--- config.mk ---
export PLATFORM = sky130hd
export DESIGN_NAME = servo_slew_position_ramp_core_flat
export DESIGN_NICKNAME = d
export VERILOG_FILES = /design/src/hw/rtl/ssr_pkg.sv /design/src/hw/rtl/ssr_if.sv /design/src/hw/rtl/ssr_track.sv /design/src/hw/rtl/ssr_scale.sv /design/src/hw/rtl/ssr_emit.sv /design/src/hw/rtl/servo_slew_position_ramp_core.sv /design/src/flat_wrapper.sv
export SDC_FILE = /design/constraint.sdc
export NUM_CORES = 1
export LEC_CHECK = 0
export ABC_AREA = 1
export BUFFER_PORTS_ARGS = -buffer_cell sky130_fd_sc_hd__buf_2
export CAP_MARGIN = 0
export CORE_AREA = 2 2 252 180
export DETAILED_ROUTE_END_ITERATION = 10
export DIE_AREA = 0 0 254 182
export SYNTH_ARGS = -nofsm -noshare
export SYNTH_HDL_FRONTEND = slang
export SYNTH_SLANG_ARGS = --single-unit
--- constraint.sdc ---
create_clock -name clock -period 8.4 [get_ports clock]
set_clock_uncertainty 0.1 [all_clocks]
set_input_delay 0 -clock clock [delete_from_list [all_inputs] [get_ports clock]]
set_output_delay 0 -clock clock [all_outputs]
set_load 0.02 [all_outputs]
--- src/hw/rtl/ssr_pkg.sv ---
// Shared types and constants for the servo slew position ramp.
// Depends on nothing; imported by the channel interfaces and every ramp module.
`default_nettype none

package ssr_pkg;

   // Fixed field widths
   localparam int KIND_W  = 2;
   localparam int RATE_W  = 8;
   localparam int TGT_W   = 16;
   localparam int PULSE_W = 11;
   localparam int MODE_W  = 2;
   localparam int POS_W   = 18;

   // Magnitude of a clamped position fits in 17 bits for every legal limit
   localparam int MAG_W      = POS_W - 1;
   // Reciprocal scaling shift: one bit beyond the magnitude keeps the
   // estimate within one of the true quotient
   localparam int RECIP_SH   = MAG_W + 1;
   // Quotient never exceeds the pulse span (at most 4095)
   localparam int SPAN_MAX_W = 12;

   // Item kinds
   localparam logic [KIND_W-1:0] KIND_TICK   = 2'd0;
   localparam logic [KIND_W-1:0] KIND_STOP   = 2'd1;
   localparam logic [KIND_W-1:0] KIND_RATE   = 2'd2;
   localparam logic [KIND_W-1:0] KIND_TARGET = 2'd3;

   // Run modes
   localparam logic [MODE_W-1:0] MODE_IDLE = 2'd0;
   localparam logic [MODE_W-1:0] MODE_RATE = 2'd1;
   localparam logic [MODE_W-1:0] MODE_POS  = 2'd2;

   // Tracker stage output: state after the item and whether to rescale
   typedef struct packed {
      logic                    recalc;
      logic [MODE_W-1:0]       mode;
      logic signed [POS_W-1:0] pos;
   } trk_type;

   // Scaler output: tracker info plus unsigned pulse magnitude
   typedef struct packed {
      trk_type                 trk;
      logic [SPAN_MAX_W-1:0]   quot;
   } scl_type;

endpackage

`default_nettype wire

--- src/hw/rtl/ssr_if.sv ---
// Valid/ready channel interfaces for ramp commands and ramp results.
// Depends on ssr_pkg for the field widths.
`default_nettype none

interface ssr_req_if;
   import ssr_pkg::*;
   logic                     valid;
   logic                     ready;
   logic [KIND_W-1:0]        kind;
   logic signed [RATE_W-1:0] rate;
   logic signed [TGT_W-1:0]  target;

   modport source (output valid, output kind, output rate, output target, input ready);
   modport sink   (input valid, input kind, input rate, input target, output ready);
endinterface

interface ssr_rsp_if;
   import ssr_pkg::*;
   logic                      valid;
   logic                      ready;
   logic signed [PULSE_W-1:0] pulse;
   logic                      pulse_changed;
   logic [MODE_W-1:0]         mode_now;
   logic signed [POS_W-1:0]   position;

   modport source (output valid, output pulse, output pulse_changed, output mode_now,
                   output position, input ready);
   modport sink   (input valid, input pulse, input pulse_changed, input mode_now,
                   input position, output ready);
endinterface

`default_nettype wire

--- src/hw/rtl/ssr_track.sv ---
// Ramp state tracker: applies commands and ticks to the position state.
// Depends on ssr_pkg and ssr_req_if; holds the first pipeline register.
`default_nettype none

module ssr_track
   import ssr_pkg::*;
#(
   parameter int STEP_MAX   = 127,
   parameter int RAMP_TICKS = 550
) (
   input  wire logic   clock,
   input  wire logic   reset,
   ssr_req_if.sink     req,
   input  wire logic   down_ready,
   output logic        trk_valid,
   output trk_type     trk
);

   localparam int PosLimit = STEP_MAX * RAMP_TICKS;
   localparam int EXT_W    = POS_W + 1;
   localparam logic signed [EXT_W-1:0] LimHi = EXT_W'(PosLimit);
   localparam logic signed [EXT_W-1:0] LimLo = -LimHi;
   localparam logic signed [EXT_W-1:0] StepX = EXT_W'(STEP_MAX);

   logic signed [POS_W-1:0]  pos_ff, pos_in;
   logic signed [TGT_W-1:0]  tgt_ff, tgt_in;
   logic signed [RATE_W-1:0] rate_ff, rate_in;
   logic [MODE_W-1:0]        mode_ff, mode_in;
   logic                     recalc;
   logic                     accept;
   logic                     valid_ff;
   trk_type                  trk_ff;

   assign req.ready = !valid_ff || down_ready;
   assign accept    = req.valid && req.ready;

   // Next state for one beat
   always_comb begin
      logic signed [EXT_W-1:0] pos_x;
      logic signed [EXT_W-1:0] tgt_x;
      logic signed [EXT_W-1:0] sum;
      logic signed [EXT_W-1:0] new_tgt;
      pos_x   = EXT_W'(pos_ff);
      tgt_x   = EXT_W'(tgt_ff);
      sum     = '0;
      new_tgt = EXT_W'(req.target);
      pos_in  = pos_ff;
      tgt_in  = tgt_ff;
      rate_in = rate_ff;
      mode_in = mode_ff;
      recalc  = 1'b0;
      unique case (req.kind)
         KIND_STOP: begin
            mode_in = MODE_IDLE;
         end
         KIND_RATE: begin
            rate_in = req.rate;
            mode_in = MODE_RATE;
         end
         KIND_TARGET: begin
            // clamp only bites when the limit is below the target range
            if (new_tgt > LimHi) begin
               new_tgt = LimHi;
            end else if (new_tgt < LimLo) begin
               new_tgt = LimLo;
            end
            tgt_in  = new_tgt[TGT_W-1:0];
            mode_in = MODE_POS;
         end
         default: begin
            // tick
            if (mode_ff == MODE_RATE) begin
               recalc = 1'b1;
               sum    = pos_x + EXT_W'(rate_ff);
               if (sum > LimHi) begin
                  sum = LimHi;
               end else if (sum < LimLo) begin
                  sum = LimLo;
               end
               pos_in = sum[POS_W-1:0];
            end else if (mode_ff == MODE_POS) begin
               recalc = 1'b1;
               if (tgt_x > pos_x) begin
                  sum = pos_x + StepX;
                  if (sum >= tgt_x) begin
                     sum     = tgt_x;
                     mode_in = MODE_IDLE;
                  end
               end else begin
                  sum = pos_x - StepX;
                  if (sum <= tgt_x) begin
                     sum     = tgt_x;
                     mode_in = MODE_IDLE;
                  end
               end
               pos_in = sum[POS_W-1:0];
            end
         end
      endcase
   end

   // State registers
   always_ff @(posedge clock) begin
      if (reset) begin
         pos_ff  <= '0;
         tgt_ff  <= '0;
         rate_ff <= '0;
         mode_ff <= MODE_IDLE;
      end else if (accept) begin
         pos_ff  <= pos_in;
         tgt_ff  <= tgt_in;
         rate_ff <= rate_in;
         mode_ff <= mode_in;
      end
   end

   // First pipeline register
   always_ff @(posedge clock) begin
      if (reset) begin
         valid_ff <= 1'b0;
      end else if (req.ready) begin
         valid_ff <= accept;
      end
   end

   always_ff @(posedge clock) begin
      if (accept) begin
         trk_ff.recalc <= recalc;
         trk_ff.mode   <= mode_in;
         trk_ff.pos    <= pos_in;
      end
   end

   assign trk_valid = valid_ff;
   assign trk       = trk_ff;

endmodule

`default_nettype wire

--- src/hw/rtl/ssr_scale.sv ---
// Pulse scaler: |position| * PULSE_SPAN / limit by reciprocal multiply,
// registered estimate, then one compare-and-add correction. Depends on ssr_pkg.
`default_nettype none

module ssr_scale
   import ssr_pkg::*;
#(
   parameter int PULSE_SPAN = 1000,
   parameter int STEP_MAX   = 127,
   parameter int RAMP_TICKS = 550
) (
   input  wire logic   clock,
   input  wire logic   reset,
   input  wire logic   trk_valid,
   input  trk_type     trk,
   output logic        up_ready,
   input  wire logic   down_ready,
   output logic        scl_valid,
   output scl_type     scl
);

   localparam int     PosLimit = STEP_MAX * RAMP_TICKS;
   localparam int     SPAN_W   = $clog2(PULSE_SPAN + 1);
   localparam int     LIM_W    = $clog2(PosLimit + 1);
   localparam int     RECIP_W  = SPAN_W + RECIP_SH;
   localparam int     WIDE_W   = MAG_W + RECIP_W;
   localparam int     PROD_W   = MAG_W + SPAN_W;
   localparam int     BACK_W   = SPAN_MAX_W + LIM_W;
   localparam longint Recip    = (longint'(PULSE_SPAN) <<< RECIP_SH) / PosLimit;

   logic                  valid_ff;
   trk_type               trk_ff;
   logic [SPAN_MAX_W-1:0] qe_ff, qe_in;
   logic [PROD_W-1:0]     prod_ff, prod_in;
   logic [MAG_W-1:0]      mag;
   logic [WIDE_W-1:0]     wide;
   logic [BACK_W-1:0]     back;
   logic [PROD_W-1:0]     rem;

   assign up_ready = !valid_ff || down_ready;

   // Magnitude, exact product and quotient estimate
   always_comb begin
      logic signed [POS_W-1:0] abs_pos;
      abs_pos = trk.pos[POS_W-1] ? -trk.pos : trk.pos;
      mag     = abs_pos[MAG_W-1:0];
      wide    = WIDE_W'(mag) * WIDE_W'(Recip);
      qe_in   = SPAN_MAX_W'(wide >> RECIP_SH);
      prod_in = PROD_W'(mag) * PROD_W'(PULSE_SPAN);
   end

   always_ff @(posedge clock) begin
      if (reset) begin
         valid_ff <= 1'b0;
      end else if (up_ready) begin
         valid_ff <= trk_valid;
      end
   end

   always_ff @(posedge clock) begin
      if (up_ready && trk_valid) begin
         trk_ff  <= trk;
         qe_ff   <= qe_in;
         prod_ff <= prod_in;
      end
   end

   // Estimate is the quotient or one short of it
   always_comb begin
      back     = BACK_W'(qe_ff) * BACK_W'(PosLimit);
      rem      = prod_ff - PROD_W'(back);
      scl.trk  = trk_ff;
      scl.quot = (rem >= PROD_W'(PosLimit)) ? qe_ff + 1'b1 : qe_ff;
   end

   assign scl_valid = valid_ff;

endmodule

`default_nettype wire

--- src/hw/rtl/ssr_emit.sv ---
// Result stage: signs the pulse, tracks the last pulse and holds the result beat.
// Depends on ssr_pkg and ssr_rsp_if.
`default_nettype none

module ssr_emit
   import ssr_pkg::*;
(
   input  wire logic   clock,
   input  wire logic   reset,
   input  wire logic   scl_valid,
   input  scl_type     scl,
   output logic        up_ready,
   ssr_rsp_if.source   rsp
);

   localparam int SQ_W = SPAN_MAX_W + 1;

   logic                      valid_ff;
   logic signed [PULSE_W-1:0] last_ff, last_in;
   logic signed [PULSE_W-1:0] pulse_ff;
   logic                      chg_ff, chg_in;
   logic [MODE_W-1:0]         mode_ff;
   logic signed [POS_W-1:0]   pos_ff;
   logic                      load;

   assign up_ready = !valid_ff || rsp.ready;
   assign load     = up_ready && scl_valid;

   // Signed pulse, wrapped to the field width, and change detect
   always_comb begin
      logic signed [SQ_W-1:0]    sq;
      logic signed [PULSE_W-1:0] pulse;
      sq      = {1'b0, scl.quot};
      if (scl.trk.pos[POS_W-1]) begin
         sq = -sq;
      end
      pulse   = sq[PULSE_W-1:0];
      last_in = last_ff;
      chg_in  = 1'b0;
      if (scl.trk.recalc && (pulse != last_ff)) begin
         last_in = pulse;
         chg_in  = 1'b1;
      end
   end

   always_ff @(posedge clock) begin
      if (reset) begin
         valid_ff <= 1'b0;
         last_ff  <= '0;
      end else begin
         if (up_ready) begin
            valid_ff <= scl_valid;
         end
         if (load) begin
            last_ff <= last_in;
         end
      end
   end

   always_ff @(posedge clock) begin
      if (load) begin
         pulse_ff <= last_in;
         chg_ff   <= chg_in;
         mode_ff  <= scl.trk.mode;
         pos_ff   <= scl.trk.pos;
      end
   end

   assign rsp.valid         = valid_ff;
   assign rsp.pulse         = pulse_ff;
   assign rsp.pulse_changed = chg_ff;
   assign rsp.mode_now      = mode_ff;
   assign rsp.position      = pos_ff;

endmodule

`default_nettype wire

--- src/hw/rtl/servo_slew_position_ramp_core.sv ---
// Servo slew position ramp, top level.
// Command/tick beats arrive on req_chan; each produces exactly one result beat
// on rsp_chan carrying pulse, pulse_changed, mode_now and position.
// Kinds: tick, stop, set rate (uses rate), set target (uses target).
// Rate mode adds the rate each tick, clamped to +/-STEP_MAX*RAMP_TICKS;
// position mode steps STEP_MAX toward the target, lands on it, then idles.
// Pulse is position*PULSE_SPAN/limit truncated toward zero.
// An accepted beat passes the state, estimate and result registers, in that
// order, to rsp_chan.valid. Throughput: one beat per cycle while
// rsp_chan.ready is high; the position state updates at the accepting edge,
// and the three-stage pipeline (state/estimate/result) is the only occupancy.
// Stalls: when rsp_chan.ready is low, stages fill behind the held result
// register and req_chan.ready drops once all three are full; no beat is
// dropped or repeated.
// Reset (synchronous, active high): position, target, rate and last pulse
// clear to zero, mode to idle, pipeline emptied. Depends on ssr_pkg, ssr_if.
`default_nettype none

module servo_slew_position_ramp_core
   import ssr_pkg::*;
#(
   parameter int PULSE_SPAN = 1000,
   parameter int STEP_MAX   = 127,
   parameter int RAMP_TICKS = 550
) (
   input  wire logic   clock,
   input  wire logic   reset,
   ssr_req_if.sink     req_chan,
   ssr_rsp_if.source   rsp_chan
);

   logic    trk_valid;
   trk_type trk;
   logic    scl_ready;
   logic    scl_valid;
   scl_type scl;
   logic    emit_ready;

   // Position state and first register
   ssr_track #(
      .STEP_MAX   (STEP_MAX),
      .RAMP_TICKS (RAMP_TICKS)
   ) u_track (
      .clock      (clock),
      .reset      (reset),
      .req        (req_chan),
      .down_ready (scl_ready),
      .trk_valid  (trk_valid),
      .trk        (trk)
   );

   // Constant-divisor pulse scaling
   ssr_scale #(
      .PULSE_SPAN (PULSE_SPAN),
      .STEP_MAX   (STEP_MAX),
      .RAMP_TICKS (RAMP_TICKS)
   ) u_scale (
      .clock      (clock),
      .reset      (reset),
      .trk_valid  (trk_valid),
      .trk        (trk),
      .up_ready   (scl_ready),
      .down_ready (emit_ready),
      .scl_valid  (scl_valid),
      .scl        (scl)
   );

   // Change detect and result register
   ssr_emit u_emit (
      .clock     (clock),
      .reset     (reset),
      .scl_valid (scl_valid),
      .scl       (scl),
      .up_ready  (emit_ready),
      .rsp       (rsp_chan)
   );

endmodule

`default_nettype wire

--- src/flat_wrapper.sv ---
// flat-port wrapper written by rule: the top's interface ports become plain ports
module servo_slew_position_ramp_core_flat import ssr_pkg::*;
#(
   parameter int PULSE_SPAN = 1000,
   parameter int STEP_MAX   = 127,
   parameter int RAMP_TICKS = 550
)
  (clock, reset, req_chan_valid, req_chan_kind, req_chan_rate, req_chan_target, req_chan_ready, rsp_chan_valid, rsp_chan_pulse, rsp_chan_pulse_changed, rsp_chan_mode_now, rsp_chan_position, rsp_chan_ready);
  ssr_req_if req_chan_i ();
  ssr_rsp_if rsp_chan_i ();
  input  wire logic clock;
  input  wire logic reset;
  input wire logic [$bits(req_chan_i.valid)-1:0] req_chan_valid;
  input wire logic [$bits(req_chan_i.kind)-1:0] req_chan_kind;
  input wire logic [$bits(req_chan_i.rate)-1:0] req_chan_rate;
  input wire logic [$bits(req_chan_i.target)-1:0] req_chan_target;
  output wire logic [$bits(req_chan_i.ready)-1:0] req_chan_ready;
  output wire logic [$bits(rsp_chan_i.valid)-1:0] rsp_chan_valid;
  output wire logic [$bits(rsp_chan_i.pulse)-1:0] rsp_chan_pulse;
  output wire logic [$bits(rsp_chan_i.pulse_changed)-1:0] rsp_chan_pulse_changed;
  output wire logic [$bits(rsp_chan_i.mode_now)-1:0] rsp_chan_mode_now;
  output wire logic [$bits(rsp_chan_i.position)-1:0] rsp_chan_position;
  input wire logic [$bits(rsp_chan_i.ready)-1:0] rsp_chan_ready;
  assign req_chan_i.valid = req_chan_valid;
  assign req_chan_i.kind = req_chan_kind;
  assign req_chan_i.rate = req_chan_rate;
  assign req_chan_i.target = req_chan_target;
  assign req_chan_ready = req_chan_i.ready;
  assign rsp_chan_valid = rsp_chan_i.valid;
  assign rsp_chan_pulse = rsp_chan_i.pulse;
  assign rsp_chan_pulse_changed = rsp_chan_i.pulse_changed;
  assign rsp_chan_mode_now = rsp_chan_i.mode_now;
  assign rsp_chan_position = rsp_chan_i.position;
  assign rsp_chan_i.ready = rsp_chan_ready;
  servo_slew_position_ramp_core #(.PULSE_SPAN(PULSE_SPAN), .STEP_MAX(STEP_MAX), .RAMP_TICKS(RAMP_TICKS)) u_core (.clock(clock), .reset(reset), .req_chan(req_chan_i), .rsp_chan(rsp_chan_i));
endmodule
==> reports/metrics.yaml, run 1 <==
crit_start: "u_core.u_scale.qe_ff[9]$_DFFE_PP_"
hold_class: "input pin to flip-flop"
syn2layout_area_growth_pct: 15.4
die_area_mm2: 0.0462
worst_ep_arrival_time_ps: 8480
hold_viol: 0
r2r-start: "u_core.u_scale.qe_ff[9]$_DFFE_PP_"
wl_um: 55800
cap_violations: 0
die_w_um: 254
holdPathEnd: "u_core.u_track.rate_ff[0]$_SDFFE_PP0P_"
slew_violations: 0
htree_levels: 4
cts_tree: "built"
ys_top_cells_by_area: "ha_1 (20%), edfxtp_1 (17%), fa_1 (13%)"
n_antenna_cell: 0
fin_crit_sh_pct: 97.3
ys_warn_count: 0
vias: 17000
fp-row-count: 65
crit_path_top_delay_cell: "fa_1"
crit_required_ps: 8700
finalWeightedCongestion: 0.913
run_status: "completed"
cts_made_buffers: 17
yosysTopAreaCell: "ha_1"
io_pins: 64
drive_gt1_share_pct: 12.4
crit_path_start_kind: "flip-flop"
grt_max_degree: 56
most-common-layout-cells: "nand2_1 (443), inv_1 (403), ha_1 (285)"
ys_types: 52
crit_path_max_incr_delay_ps: 560
grt_pass1_vias: 15600
cts_max_path_buffers: 2
ant_nets: 0
fin_nets: 3061
final_common_cell: "nand2_1"
hold_ws_ps: 33.7
period_minus_slack_ps: 8170
path_class: "flip-flop to flip-flop"
cts.sinks: 166
routedWlPerCell_um: 17.3
synth_nets: 2912
syn_inst: 2451
core_mm2: 0.0441
grt-ovfl-total: 0
fin_ws_ps: 225
crit_fanout: 6
r2r_cells: 52
die_h_um: 182
syn_area_mm2: 0.0195
ys_ff_latch: 166
rrSetupSlack_ps: 230
slew_headroom_pct: 24.3
clkTransAtPathRegs_ps: 70
min_from: "reset"
gr-usage-all-layers_pct: 24.1
antenna_found_initial: 0
fmax_ghz: 0.122
drc: 0
setup_viol: 0
tns_ps: 0
clk_latency_ps: 460
drt_iter0_drc: 1518
syn_avg_cell_area_um2: 7.95
ys_seq_area_share_pct: 22.6
dp_hpwl_um: 44800
portBuffers: 63
tightest_slew_ps: 1140
grt_pass1_wl_um: 86500
min_path_cells: 2
crit_path_end_kind: "flip-flop"
drt_first_pass_iters: 5
yosysTopAreaCellShare_pct: 19.5
rr_endpoint: "u_core.u_emit.last_ff[8]$_SDFFE_PP0P_"
clockRootBuffer: "clkbuf_16"
pre_cts_slack_ps: -190
vias_per_cell: 5.27
start_util_pct: 44.2
==> registers in the layout, summed over array words and instances, names as in the netlist <==
register and cells:
u_core.u_scale.prod_ff 23, u_core.u_track.trk_valid 1, u_core.u_emit.last_ff 11, u_core.u_scale.qe_ff 11, u_core.u_scale.scl 21, u_core.u_track.tgt_ff 16, u_core.u_track.pos_ff 18, u_core.u_track.mode_ff 2
u_core.u_emit.rsp.pulse_changed 1, u_core.u_track.trk 21, u_core.u_track.rate_ff 8, u_core.u_emit.rsp.position 18, u_core.u_emit.rsp.mode_now 2, u_core.u_scale.scl_valid 1, u_core.u_emit.rsp.valid 1, u_core.u_emit.rsp.pulse 11
==> timing repair <==
action | CTS | global route
resized for setup | 5 | 164
gates cloned | 0 | 3
pin swaps | 0 | 84
hold endpoints to repair | 31 | 0
hold buffers | 37 | 0
setup endpoints to repair | 19 | 23
setup buffers | 1 | 26
==> worst max-delay path, delay by kind of cell (launching register included) <==
family                     cells  cell delay (ps)
xor gates and xnor gates       1              150
AOI/OAI and AO/OA              4              620
DFF                            1              500
adders and majority gates      8             3090
and+or+nand+nor               33             3200
buffers and inverters          6              450
==> through the flow <==
| stage | util [%] | instances | cell area, um2 |
|---|---|---|---|
| 4_1_cts | 49.1 | 3187 | 21600 |
| 3_5_place_dp | 47.0 | 3117 | 20700 |
| 3_3_place_gp | 47.0 | 3117 | 20700 |
| 6_report | 51.0 | 3216 | 22500 |
| 2_1_floorplan | - | 2451 | 19500 |
| 5_1_grt | 51.0 | 3216 | 22500 |
==> area by class of cell <==
cell class	instances	area (um2)
inverter	430	1620
clock buffer	18	429
sequential	166	4400
fill	4207	21600
timing repair buffer	167	1220
multi-input combinational	1818	14000
clock inverter	14	101
tap	603	754
==> kinds of logic (layout without fill, tap and decap cells) <==
logic type               count (synthesis)  count (layout)  synth area share, %
AND/OR/NAND/NOR                        895             898                 19.7
buffers and inverters                  470             629                 9.09
adder cells (fa/ha/maj)                431             431                 32.6
AO/OA/AOI/OAI                          360             360                 10.2
flip-flops                             166             166                 22.6
XOR/XNOR                               127             127                 5.78
multiplexers                             2               2                0.103
==> worst max path at each step <==
stage | to | slack [ps] | cells past startpoint
after global placement | u_core.u_emit.last_ff[2]$_SDFFE_PP0P_ | -100 | 45
after detailed placement | u_core.u_emit.last_ff[4]$_SDFFE_PP0P_ | -190 | 53
after floorplan | u_core.u_emit.rsp.pulse[0]$_DFFE_PP_ | 480 | 56
after CTS | u_core.u_emit.last_ff[4]$_SDFFE_PP0P_ | 3 | 47
final | u_core.u_emit.last_ff[8]$_SDFFE_PP0P_ | 230 | 52
after global routing | u_core.u_emit.last_ff[8]$_SDFFE_PP0P_ | -230 | 52
==> layer usage <==
metal | track usage [%] | share of wire [%] | routed length, um
met5 | 0 | 0 | 0
met4 | 3.34 | 0.61 | 340
met3 | 4.66 | 7.9 | 4390
met2 | 31.9 | 39 | 21800
met1 | 40.0 | 52 | 29300
==> synthesized netlist by cell type (all sizes together) <==
library cell,number
o22ai,5
inv,421
a31oi,6
o211ai,11
mux2i,2
xor3,1
nand4,32
and2,2
nand3,186
fa,127
buf,4
o21ai,106
nor2,139
xor2,101
a221oi,1
nor4,6
or2,3
a211oi,6
dfxtp,58
o31ai,4
a21oi,188
nor3,29
o2111ai,2
clkinv,9
xnor2,25
edfxtp,108
o21a,3
a31o,6
ha,304
o211a,1
nor3b,1
clkbuf,36
o21bai,12
a21boi,1
nand3b,5
nor4b,1
a211o,2
a21o,6
and3,1
nand2,490
Power of run 1 is not shown: default switching activity piles up to over one toggle a cycle in this logic, so the estimate is an artifact.
==> run 2: changes to the inputs <==
--- a/config.mk
+++ b/config.mk
@@ -8,9 +8,12 @@
 export ABC_AREA = 1
 export BUFFER_PORTS_ARGS = -buffer_cell sky130_fd_sc_hd__buf_2
 export CAP_MARGIN = 0
-export CORE_AREA = 2 2 252 180
+export CELL_PAD_IN_SITES_DETAIL_PLACEMENT = 1
+export CELL_PAD_IN_SITES_GLOBAL_PLACEMENT = 1
+export CORE_AREA = 2 2 255 182
 export DETAILED_ROUTE_END_ITERATION = 10
-export DIE_AREA = 0 0 254 182
+export DIE_AREA = 0 0 257 184
+export PLACE_DENSITY_LB_ADDON = 0.1
 export SYNTH_ARGS = -nofsm -noshare
 export SYNTH_HDL_FRONTEND = slang
 export SYNTH_SLANG_ARGS = --single-unit
==> run 2 against run 1 <==
Against the previous run: maximum frequency is 0.70% lower; global-route usage is 2.9 points higher; critical path depth is 2 lower; sequential share of layout area is 0.11 points lower; worst setup slack worse by 58 ps; cell count is 0.22% higher; wire length is 15% higher; clock-buffer cell count stayed put; die area is 2.3% higher; non-clock buffer count is 8 higher; flip-flop and latch count stayed put; final area is 0.55% higher; critical endpoint is now u_core.u_emit.last_ff[7]$_SDFFE_PP0P_; largest cell class unchanged; highest routed layer unchanged.
==> reports/metrics.yaml, run 2 (synthesized netlist as in run 1, its figures left out) <==
run_status: "completed"
cap_violations: 0
grt_max_degree: 53
core_mm2: 0.0446
syn2layout_area_growth_pct: 16.0
hold_ws_ps: 50.2
setup_viol: 0
crit_family: "adder cells"
io_pins: 64
final_area_mm2: 0.0226
gr-usage-all-layers_pct: 27.0
n_antenna_cell: 0
pre_cts_slack_ps: -187
wl_um: 64100
grt_pass1_vias: 18000
hold_viol: 0
timing.critical_path.mode_cell: "nand2_1"
min_from: "reset"
fin_nets: 3068
holdPathEnd: "u_core.u_track.rate_ff[6]$_SDFFE_PP0P_"
clk_latency_ps: 460
vias: 17500
rr_endpoint: "u_core.u_emit.last_ff[7]$_SDFFE_PP0P_"
fmax_ghz: 0.121
htree_levels: 4
min_path_cells: 2
vias_per_cell: 5.44
crit_path_end_kind: "flip-flop"
crit_required_ps: 8710
finalWeightedCongestion: 0.920
clkTransAtPathRegs_ps: 80
fin_crit_sh_pct: 98.0
antenna_found_initial: 1
cts.sinks: 166
path_class: "flip-flop to flip-flop"
most-common-layout-cells: "nand2_1 (443), inv_1 (403), ha_1 (289)"
slew_headroom_pct: 21.6
rrSetupSlack_ps: 170
fp-row-count: 65
drt_iter0_drc: 978
die_h_um: 184
ant_nets: 0
crit_path_max_incr_delay_ps: 510
r2r-start: "u_core.u_scale.qe_ff[2]$_DFFE_PP_"
cts_max_path_buffers: 2
fin_ws_ps: 168
cts_tree: "built"
portBuffers: 63
largest_reg_flops: 23
drt_first_pass_iters: 7
crit_buf_inv: 10
clockRootBuffer: "clkbuf_16"
die_w_um: 257
tns_ps: 0
grt-ovfl-total: 0
start_util_pct: 43.7
final_common_cell: "nand2_1"
period_minus_slack_ps: 8230
cts_made_buffers: 17
rsz0062_at_grt: "yes"
tightest_slew_ps: 1180
crit_path_start_kind: "flip-flop"
hold_class: "input pin to flip-flop"
dp_hpwl_um: 51900
die_area_mm2: 0.0473
grt_pass1_wl_um: 99900
crit_path_top_delay_cell: "fa_1"
regMostFlops: "u_core.u_scale.prod_ff"
r2r_cells: 50
drive_gt1_share_pct: 12.9
worst_ep_arrival_time_ps: 8540
slew_violations: 0
placed_area_mm2: 0.0209
crit_fanout: 13
routedWlPerCell_um: 19.9
drc: 0
==> run 2: repair_timing <==
item,CTS,global route
setup endpoints to repair,19,23
hold buffers,35,0
gates cloned,2,0
pin swaps,8,70
resized for setup,30,142
hold endpoints to repair,31,0
buffers inserted,2,17
==> run 2: layout make-up <==
| cell class | count | area (um2) |
|---|---|---|
| fillers | 5449 | 22000 |
| multi-input cells | 1817 | 14000 |
| flip-flops and latches | 166 | 4400 |
| inverters | 430 | 1620 |
| repair buffers | 175 | 1270 |
| well taps | 603 | 754 |
| clock buffers | 18 | 429 |
| clock inverters | 14 | 136 |
==> run 2: per-layer routing <==
layer	wire length [um]	track usage (%)	share of wire, %	up-vias
met5	0	0	0	-
met4	649	4.56	1.0	0
met3	4230	4.78	6.6	40
met2	26600	40.0	42	431
met1	32600	41.3	51	8677
li1	-	-	-	8377
==> run 2: how the worst max path moves through the flow <==
stage	startpoint	end	slack, ps	cells after the start
floorplan	u_core.u_scale.qe_ff[3]$_DFFE_PP_	u_core.u_emit.rsp.pulse[0]$_DFFE_PP_	480	56
global placement	u_core.u_scale.qe_ff[2]$_DFFE_PP_	u_core.u_emit.last_ff[3]$_SDFFE_PP0P_	150	55
detailed placement	u_core.u_scale.qe_ff[2]$_DFFE_PP_	u_core.u_emit.last_ff[4]$_SDFFE_PP0P_	-190	56
CTS	u_core.u_scale.qe_ff[2]$_DFFE_PP_	u_core.u_emit.last_ff[4]$_SDFFE_PP0P_	2	59
global route	u_core.u_scale.qe_ff[2]$_DFFE_PP_	u_core.u_emit.last_ff[7]$_SDFFE_PP0P_	-290	49
finish	u_core.u_scale.qe_ff[2]$_DFFE_PP_	u_core.u_emit.last_ff[7]$_SDFFE_PP0P_	170	50
==> run 2: through the flow <==
step | cells | util (%)
6_report | 3223 | 50.7
4_1_cts | 3207 | 49.1
2_1_floorplan | 2451 | -
5_1_grt | 3223 | 50.7
3_5_place_dp | 3136 | 46.7
3_3_place_gp | 3136 | 46.7
==> run 2: worst register-to-register path, delay by kind of cell, from the launching register on <==
| family | cells | cell delay, ps |
|---|---|---|
| AOI/OAI and AO/OA | 7 | 1030 |
| xor gates and xnor gates | 2 | 560 |
| adders and majority gates | 7 | 2660 |
| buffers and inverters | 10 | 790 |
| DFF | 1 | 460 |
| and+or+nand+nor | 24 | 2570 |
Power of run 2 is left out for the same reason.
==> run 3: changes to the inputs <==
--- a/config.mk
+++ b/config.mk
@@ -13,7 +13,7 @@
 export CORE_AREA = 2 2 255 182
 export DETAILED_ROUTE_END_ITERATION = 10
 export DIE_AREA = 0 0 257 184
-export PLACE_DENSITY_LB_ADDON = 0.1
+export PLACE_DENSITY = 0.81
 export SYNTH_ARGS = -nofsm -noshare
 export SYNTH_HDL_FRONTEND = slang
 export SYNTH_SLANG_ARGS = --single-unit
==> run 3 against run 2 <==
Against the previous run: worst setup slack got worse by 140 ps; maximum frequency shrank 1.7%; sequential share of layout area is 0.060 points lower; cell count barely moved; critical path depth up 8; global-route usage grew 0.35 points; die area is the same; flip-flop and latch count stayed put; non-clock buffer count fell by 4; final area grew 0.31%; hold slack got worse by 20 ps; critical path type unchanged; critical endpoint is now u_core.u_emit.last_ff[1]$_SDFFE_PP0P_.
==> reports/metrics.yaml, run 3 (synthesized netlist as in run 1, its figures left out) <==
vias: 17900
routedWlPerCell_um: 20.6
hold_class: "input pin to flip-flop"
worst_ep_arrival_time_ps: 8680
tightest_slew_ps: 1130
grt_pass1_wl_um: 101000
cts_made_buffers: 17
utilization_pct: 50.8
layoutNonFillerInstCount: 3221
ant_nets: 0
start_util_pct: 43.7
die_w_um: 257
syn2layout_area_growth_pct: 16.4
drc: 0
drt_iter0_drc: 1314
most-common-layout-cells: "nand2_1 (433), inv_1 (405), ha_1 (288)"
cts_max_path_buffers: 2
crit_fanout: 6
path_class: "flip-flop to flip-flop"
crit_required_ps: 8710
clk_latency_ps: 470
fp-row-count: 65
vias_per_cell: 5.55
final_area_mm2: 0.0227
finalWeightedCongestion: 0.956
crit_path_start_kind: "flip-flop"
die_area_mm2: 0.0473
crit_path_top_delay_cell: "fa_1"
slew_violations: 0
slew_headroom_pct: 24.2
portBuffers: 63
drive_gt1_share_pct: 13.2
min_from: "reset"
timing.critical_path.mode_cell: "nand2_2"
crit_path_max_incr_delay_ps: 560
run_status: "completed"
fin_crit_sh_pct: 99.7
place_inst: 3119
gr-usage-all-layers_pct: 27.4
htree_levels: 4
period_minus_slack_ps: 8380
io_pins: 64
cap_violations: 0
regMostFlops: "u_core.u_scale.prod_ff"
drt_first_pass_iters: 7
setup_viol: 0
grt-ovfl-total: 0
fin_nets: 3065
hold_viol: 0
fmax_ghz: 0.119
final_common_cell: "nand2_1"
cts.sinks: 166
grt_pass1_vias: 18500
dp_hpwl_um: 52100
wl_um: 66200
crit_path_end_kind: "flip-flop"
largest_reg_flops: 23
clockRootBuffer: "clkbuf_16"
placed_area_mm2: 0.0207
die_h_um: 184
rsz0062_at_grt: "yes"
grt_max_degree: 52
antenna_found_initial: 2
r2r-start: "u_core.u_scale.qe_ff[2]$_DFFE_PP_"
crit_start: "u_core.u_scale.qe_ff[2]$_DFFE_PP_"
core_mm2: 0.0446
hold_ws_ps: 30.2
clkTransAtPathRegs_ps: 70
cts_tree: "built"
run 3: path summary, 6_finish.rpt:
path,end,slack [ps],cells after the start
hold / removal,u_core.u_track.rate_ff[7]$_SDFFE_PP0P_,30,2
setup / recovery,u_core.u_emit.last_ff[1]$_SDFFE_PP0P_,20,58
setup reg to reg,u_core.u_emit.last_ff[1]$_SDFFE_PP0P_,20,58
hold reg to reg,u_core.u_emit.rsp.position[11]$_DFFE_PP_,320,0
run 3: worst max-delay path, delay by kind of cell, from the launching register on:
family,cells,cell delay (ps)
and+or+nand+nor,36,3300
xor gates and xnor gates,1,160
DFF,1,490
buffers and inverters,3,250
AOI/OAI and AO/OA,10,1350
adders and majority gates,8,2630
run 3: final cells by class:
class | count | area, um2
diodes | 1 | 2.50
clock buffers | 19 | 453
clock inverters | 13 | 119
fillers | 5410 | 22000
inverters | 430 | 1620
multi-input cells | 1818 | 14100
flip-flops and latches | 166 | 4400
well taps | 603 | 754
repair buffers | 171 | 1250
run 3: routing by layer:
metal	share of wire (%)	GRT usage, %
met3	6.7	5.45
met5	0.053	0.617
met1	47	38.9
met2	45	42.9
met4	1.7	6.07
run 3: per-stage QoR:
| step | TNS (ps) | worst slack [ps] |
|---|---|---|
| after detailed placement | -9760 | -535 |
| after global routing | -7830 | -465 |
| after global placement | -1670 | -107 |
| final | 0 | 23.9 |
| after floorplan | 0 | 484 |
| after CTS | 0 | 8.13 |
run 3: timing repair:
action	CTS	global route
gates cloned	2	1
hold endpoints to repair	31	0
hold buffers	35	0
resized for setup	32	155
buffers inserted	9	22
setup endpoints to repair	21	23
pin swaps	14	87
Power of run 3 is left out for the same reason.
